[config.mk]
export PLATFORM = sky130hd
export DESIGN_NAME = mfb_ctrl
export DESIGN_NICKNAME = d
export VERILOG_FILES = /design/src/rtl/mfb_pkg.sv /design/src/rtl/mfb_ctrl.sv
export SDC_FILE = /design/constraint.sdc
export NUM_CORES = 1
export LEC_CHECK = 0
export BUFFER_PORTS_ARGS = -buffer_cell sky130_fd_sc_hd__clkbuf_2
export CORE_AREA = 2 2 39 41
export CTS_BUF_LIST = sky130_fd_sc_hd__clkbuf_4 sky130_fd_sc_hd__clkbuf_8
export DETAILED_ROUTE_END_ITERATION = 12
export DIE_AREA = 0 0 41 43
export GPL_ROUTABILITY_DRIVEN = 0
export PLACE_DENSITY = 0.72
export SLEW_MARGIN = 20
export SYNTH_ARGS = -nofsm -noshare
export SYNTH_HDL_FRONTEND = slang
export SYNTH_SLANG_ARGS = --single-unit
[constraint.sdc]
create_clock -name i_clk -period 3.4 [get_ports i_clk]
set_clock_uncertainty 0.15 [all_clocks]
set_input_delay 0.34 -clock i_clk [delete_from_list [all_inputs] [get_ports i_clk]]
set_output_delay 0.34 -clock i_clk [all_outputs]
set_load 0.02 [all_outputs]
[src/rtl/mfb_pkg.sv]
`default_nettype none
// ============================================================================
// mfb_pkg: shared definitions for the one-bit frame store
// Store geometry, tile geometry, operation and register codes, controller
// states and the command and status bundles between controller and datapath.
// ============================================================================
package mfb_pkg;

    // Screen, tile and word geometry.
    localparam int SCREEN_W   = 128;
    localparam int SCREEN_H   = 64;
    localparam int TILE_W     = 32;
    localparam int TILE_H     = 16;
    localparam int WORD_BITS  = 16;

    localparam int ELEMS_X     = (SCREEN_W + WORD_BITS - 1) / WORD_BITS;
    localparam int STORE_DEPTH = ELEMS_X * SCREEN_H;
    localparam int TILE_WORDS  = TILE_W / WORD_BITS;
    localparam int TCOLS_MAX   = SCREEN_W / TILE_W;
    localparam int TROWS_MAX   = SCREEN_H / TILE_H;

    // Derived widths.
    localparam int ADDR_W   = $clog2(STORE_DEPTH);
    localparam int XIDX_W   = $clog2(ELEMS_X);
    localparam int BIT_W    = $clog2(WORD_BITS);
    localparam int YADDR_W  = $clog2(SCREEN_H);
    localparam int TCNT_W   = $clog2(TCOLS_MAX + 1);
    localparam int RCNT_W   = $clog2(TROWS_MAX + 1);
    localparam int TCOL_W   = $clog2(TCOLS_MAX);
    localparam int TROW_W   = $clog2(TROWS_MAX);
    localparam int LINE_W   = $clog2(TILE_H);
    localparam int K_W      = $clog2(TILE_WORDS);

    // Field widths of the ports.
    localparam int FUNC_W    = 2;
    localparam int POS_W     = 8;
    localparam int COLOR_W   = 16;
    localparam int WIDTH_W   = 8;
    localparam int HEIGHT_W  = 7;
    localparam int TIDX_W    = 4;
    localparam int ROWBITS_W = 16;
    localparam int CFG_IDX_W = 2;
    localparam int CFG_DAT_W = 16;

    localparam logic [WORD_BITS-1:0] WORD_MASK   = '1;
    localparam logic [COLOR_W-1:0]   FRONT_RESET = 16'h8000;

    // Result kinds.
    localparam logic KIND_TILE = 1'b0;
    localparam logic KIND_READ = 1'b1;

    // Operation codes.
    typedef enum logic [FUNC_W-1:0] {
        FUNC_SET   = 2'd0,
        FUNC_FILL  = 2'd1,
        FUNC_FLUSH = 2'd2,
        FUNC_READ  = 2'd3
    } t_func;

    // Register indexes.
    typedef enum logic [CFG_IDX_W-1:0] {
        CFG_USED_WIDTH  = 2'd0,
        CFG_USED_HEIGHT = 2'd1,
        CFG_FRONT_LEVEL = 2'd2
    } t_cfg_idx;

    // Controller states.
    typedef enum logic [3:0] {
        S_CLEAR,
        S_IDLE,
        S_SET_WR,
        S_RD_OUT,
        S_FILL,
        S_FL_READ,
        S_FL_CMP,
        S_FL_COPY,
        S_FL_EMIT
    } t_state;

    // Commands from controller to datapath.
    typedef struct packed {
        logic take_item;
        logic clr_wr;
        logic fill_wr;
        logic sweep_inc;
        logic set_wr;
        logic rd_load;
        logic fl_start;
        logic fl_rd;
        logic fl_cmp;
        logic word_step;
        logic copy_wr;
        logic line_next;
        logic emit_load;
        logic tile_next;
        logic flush_done;
    } t_cmd;

    // Status from datapath to controller.
    typedef struct packed {
        logic sweep_last;
        logic word_last;
        logic line_last;
        logic tile_last;
        logic diff_now;
        logic out_free;
        logic no_tiles;
    } t_status;

endpackage
`default_nettype wire

[src/rtl/mfb_ctrl.sv]
`default_nettype none
// ============================================================================
// mfb_ctrl: sequencer of the one-bit frame store
// Walks the clearing pass, pixel read-modify-write, fill sweep, row reads and
// the tile-by-tile flush scan, and drives the datapath by commands.
// ============================================================================
module mfb_ctrl (
    input  wire logic                          i_clk,
    input  wire logic                          i_rst_n,
    input  wire logic                          i_valid,
    input  wire logic [mfb_pkg::FUNC_W-1:0]    i_func,
    output logic                               o_stall,
    input  wire mfb_pkg::t_status              i_status,
    output mfb_pkg::t_cmd                      o_cmd
);
    import mfb_pkg::*;

    t_state r_state;
    t_state n_state;
    logic   accept;

    assign accept  = i_valid && (r_state == S_IDLE);
    assign o_stall = (r_state != S_IDLE);

    // State register.
    always_ff @(posedge i_clk) begin
        if (!i_rst_n) begin
            r_state <= S_CLEAR;
        end else begin
            r_state <= n_state;
        end
    end

    // Next state.
    always_comb begin
        n_state = r_state;
        unique case (r_state)
            S_CLEAR: begin
                if (i_status.sweep_last) n_state = S_IDLE;
            end
            S_IDLE: begin
                if (accept) begin
                    unique case (t_func'(i_func))
                        FUNC_SET:   n_state = S_SET_WR;
                        FUNC_FILL:  n_state = S_FILL;
                        FUNC_FLUSH: n_state = i_status.no_tiles ? S_IDLE : S_FL_READ;
                        FUNC_READ:  n_state = S_RD_OUT;
                        default:    n_state = S_IDLE;
                    endcase
                end
            end
            S_SET_WR: n_state = S_IDLE;
            S_RD_OUT: begin
                if (i_status.out_free) n_state = S_IDLE;
            end
            S_FILL: begin
                if (i_status.sweep_last) n_state = S_IDLE;
            end
            S_FL_READ: n_state = S_FL_CMP;
            S_FL_CMP: begin
                if (!i_status.word_last) begin
                    n_state = S_FL_READ;
                end else if (i_status.diff_now) begin
                    n_state = S_FL_COPY;
                end else begin
                    n_state = i_status.line_last ? S_FL_EMIT : S_FL_READ;
                end
            end
            S_FL_COPY: begin
                if (i_status.word_last) begin
                    n_state = i_status.line_last ? S_FL_EMIT : S_FL_READ;
                end
            end
            S_FL_EMIT: begin
                if (i_status.out_free) begin
                    n_state = i_status.tile_last ? S_IDLE : S_FL_READ;
                end
            end
            default: n_state = S_CLEAR;
        endcase
    end

    // Commands.
    always_comb begin
        o_cmd = '0;
        unique case (r_state)
            S_CLEAR: begin
                o_cmd.clr_wr    = 1'b1;
                o_cmd.sweep_inc = 1'b1;
            end
            S_IDLE: begin
                if (accept) begin
                    o_cmd.take_item = 1'b1;
                    if (t_func'(i_func) == FUNC_FLUSH) begin
                        o_cmd.fl_start   = 1'b1;
                        o_cmd.flush_done = i_status.no_tiles;
                    end
                end
            end
            S_SET_WR: o_cmd.set_wr = 1'b1;
            S_RD_OUT: o_cmd.rd_load = i_status.out_free;
            S_FILL: begin
                o_cmd.fill_wr   = 1'b1;
                o_cmd.sweep_inc = 1'b1;
            end
            S_FL_READ: o_cmd.fl_rd = 1'b1;
            S_FL_CMP: begin
                o_cmd.fl_cmp    = 1'b1;
                o_cmd.word_step = 1'b1;
                o_cmd.line_next = i_status.word_last && !i_status.diff_now;
            end
            S_FL_COPY: begin
                o_cmd.copy_wr   = 1'b1;
                o_cmd.word_step = 1'b1;
                o_cmd.line_next = i_status.word_last;
            end
            S_FL_EMIT: begin
                o_cmd.emit_load  = i_status.out_free;
                o_cmd.tile_next  = i_status.out_free;
                o_cmd.flush_done = i_status.out_free && i_status.tile_last;
            end
            default: o_cmd = '0;
        endcase
    end

endmodule
`default_nettype wire

==> qor.yml <==
outcome:
  status: "finished, final reports clean"
worst_setup_path:
  cpPeakStageDelay_ps: 570
  crit_chain: "nor2b_1 > and3_1 > and2_1 > a22o_1 > clkbuf_2"
  cp-end-kind: "output port"
  start_kind: "register"
  cp_slowest_cell: "dfxtp_1"
  critPathRequiredTime_ps: 2910
  path_class: "register to output port"
  cp_max_fo: 14
  crit_arrival_ps: 1790
worst_hold_path:
  hold_class: "input pin to register"
power:
  p_int_mw: 0.118
  p_sw_mw: 0.0692
  peakVddDrop_uv: 111
  power_frac_comb_pct: 37.4
  p_per_area_mw_per_mm2: 279
  switching_share_pct: 36.9
  clock_power_share_pct: 31.0
  p_leak_nw: 0.325
  seqPwrFrac_pct: 31.6
finish:
  n_antenna_cell: 0
  largest_reg_flops: 4
  drive_gt1_share_pct: 31.1
  top_regs: "r_state x4"
  synthToLayoutAreaGrowth_pct: 28.5
  final_cell_count_no_fill: 119
  nets: 120
  design_area_um2: 672
  regMostFlops: "r_state"
place:
  place_ws_ps: 1350
  dpl.hpwl_um: 1100
  io_buffers: 27
  placedCellCount: 116
  place_area_um2: 649
synthesis:
  yosys.cell_types.count: 37
  syn_inst: 78
  syn_area_per_cell_um2: 6.71
  ys_seq_area_share_pct: 15.3
  syn-num-nets: 93
  ys_warn_count: 0
  synth_area_um2: 523
  ys_ff_latch: 4
clock_tree:
  clkSlewWorstSetupHoldPaths_ps: 40
  cts_hold_buffers: 0
  cts.path.max_buffers: 2
  cts_resized: 0
  cts_tree: "done"
  cts_made_buffers: 3
  cts-root-buf: "clkbuf_4"
  clkSinkCount: 4
  htreeDepth: 1
  post_cts_buffers: 0
  clock_latency_ps: 230
global_route:
  grt_usage_pct: 17.1
  grt_pass1_vias: 546
  antenna_found_initial: 0
  grt_pass1_wl_um: 2180
  overflow: 0
  grt_max_degree: 17
floorplanning:
  ioPinCount: 28
  floorplan.initialDensity_pct: 37.8
  core_mm2: 0.00138
  die_x_um: 41
  die_h_um: 43
  row_count: 14
  die_area_mm2: 0.00176
route:
  viasPerCell: 5.44
  ant_nets: 0
  wl_um: 1420
  post-route-drc-count: 0
  drtIter0Drc: 14
  routedWlPerCell_um: 11.9
  drt_pre_antenna_iters: 4
  vias: 647
sta:
  drv_slew: 0
  max_freq_ghz: 0.438
  slew_headroom_pct: 66.8
  rsz0062_at_grt: "false"
  tightest_slew_ps: 497
  finalSetupViolCount: 0
  min_period_ps: 2280
  post-route-period-util_pct: 67.1
  fin_ws_ps: 1120
  hold_violations: 0
  tns_ps: 0
flow_run:
  max-cap-violations: 0
## per-layer routing
layer / track usage, % / vias to the layer above / routed length, um
met5: 0 / - / 0
met4: 6.00 / 0 / 0
met2: 26.3 / 20 / 682
met1: 24.5 / 295 / 665
li1: - / 332 / -
met3: 0.524 / 0 / 70
## synth_stat cells
library cell  instances  area share, %
nand4_1               1            1.2
a211oi_1              1            1.4
ha_1                  3            7.2
o211ai_1              1            1.4
a311oi_1              1            1.7
and2_1                3            3.6
nand3b_1              1            1.4
nand2_1               3            2.2
o21bai_1              1            1.4
nor2_1               10            7.2
or3_1                 1            1.2
o22ai_1               2            2.4
o221ai_1              1            1.7
buf_2                 2            1.9
buf_4                 2            2.9
a221oi_1              1            1.7
a22o_1                1            1.7
a21oi_1               3            2.9
nand3_1               1           0.96
clkbuf_1              1           0.72
o21ai_1               1           0.96
mux2i_1               2            3.8
dfxtp_1               4             15
a21o_1                1            1.4
nand2_2               1            1.2
a31oi_1               1            1.2
a32oi_1               1            1.7
and4_1                1            1.7
nor4_1                2            2.4
nor2b_1               3            3.6
nor3_1                4            3.8
o31ai_1               1            1.4
inv_2                 1           0.72
inv_1                 6            4.3
nand2b_1              3            3.6
and3_1                2            2.4
o21ai_0               4            3.8
## layout by cell type (no fill, tap or decap), types with 4 or more instances in the layout
cell type	Yosys	final
nor2_1	10	10
inv_1	6	6
clkbuf_2	0	27
dfxtp_1	4	4
o21ai_0	4	4
nor3_1	4	4
## critical path, delay by kind of cell, from the launching register on
kind | cells | cell delay (ps)
AOI/OAI and AO/OA | 1 | 120
DFF | 1 | 570
and+or+nand+nor | 3 | 710
buffers and inverters | 1 | 160
## power by group through the flow
stage               Combinational [mW]  Sequential [mW]  Clock [mW]
finish                          0.0702           0.0594      0.0581
global route                    0.0770           0.0604      0.0631
CTS                             0.0707           0.0594      0.0620
detailed placement              0.0703           0.0602           0
global placement                0.0701           0.0595           0
floorplan                       0.0532           0.0530           0
## cell families (layout without fill, tap and decap cells)
logic type      after synthesis  in the layout  synth area share [%]
simple gates                 36             36                  36.4
compound gates               21             21                  26.8
mux                           2              2                  3.83
flops                         4              4                  15.3
fa+ha+maj                     3              3                  7.18
buf+inv                      12             37                  10.5
## path summary, 6_finish.rpt
path	start	endpoint	slack, ps	cells past startpoint
max	r_state[0]$_SDFFE_PN0P_	o_cmd[0]	1120	5
min	i_rst_n	r_state[1]$_SDFFE_PN0P_	240	3
max reg2reg	r_state[1]$_SDFFE_PN0P_	r_state[0]$_SDFFE_PN0P_	1690	5
min reg2reg	r_state[0]$_SDFFE_PN0P_	r_state[0]$_SDFFE_PN0P_	510	2
## area by class of cell
type	instances	area [um2]
clock buffer	3	22.5
fill	152	712
inverter	7	26.3
multi-input combinational	62	388
sequential	4	80.1
tap	16	20.0
timing repair buffer	27	135
## stage by stage
step	util (%)	hold slack, ps	total power [mW]
floorplan	-	325	0.106
global placement	46.9	470	0.130
detailed placement	46.9	478	0.131
CTS	48.6	225	0.192
global route	48.6	281	0.201
finish	48.6	241	0.188
No activity file was read; power rests on OpenSTA's default activity.
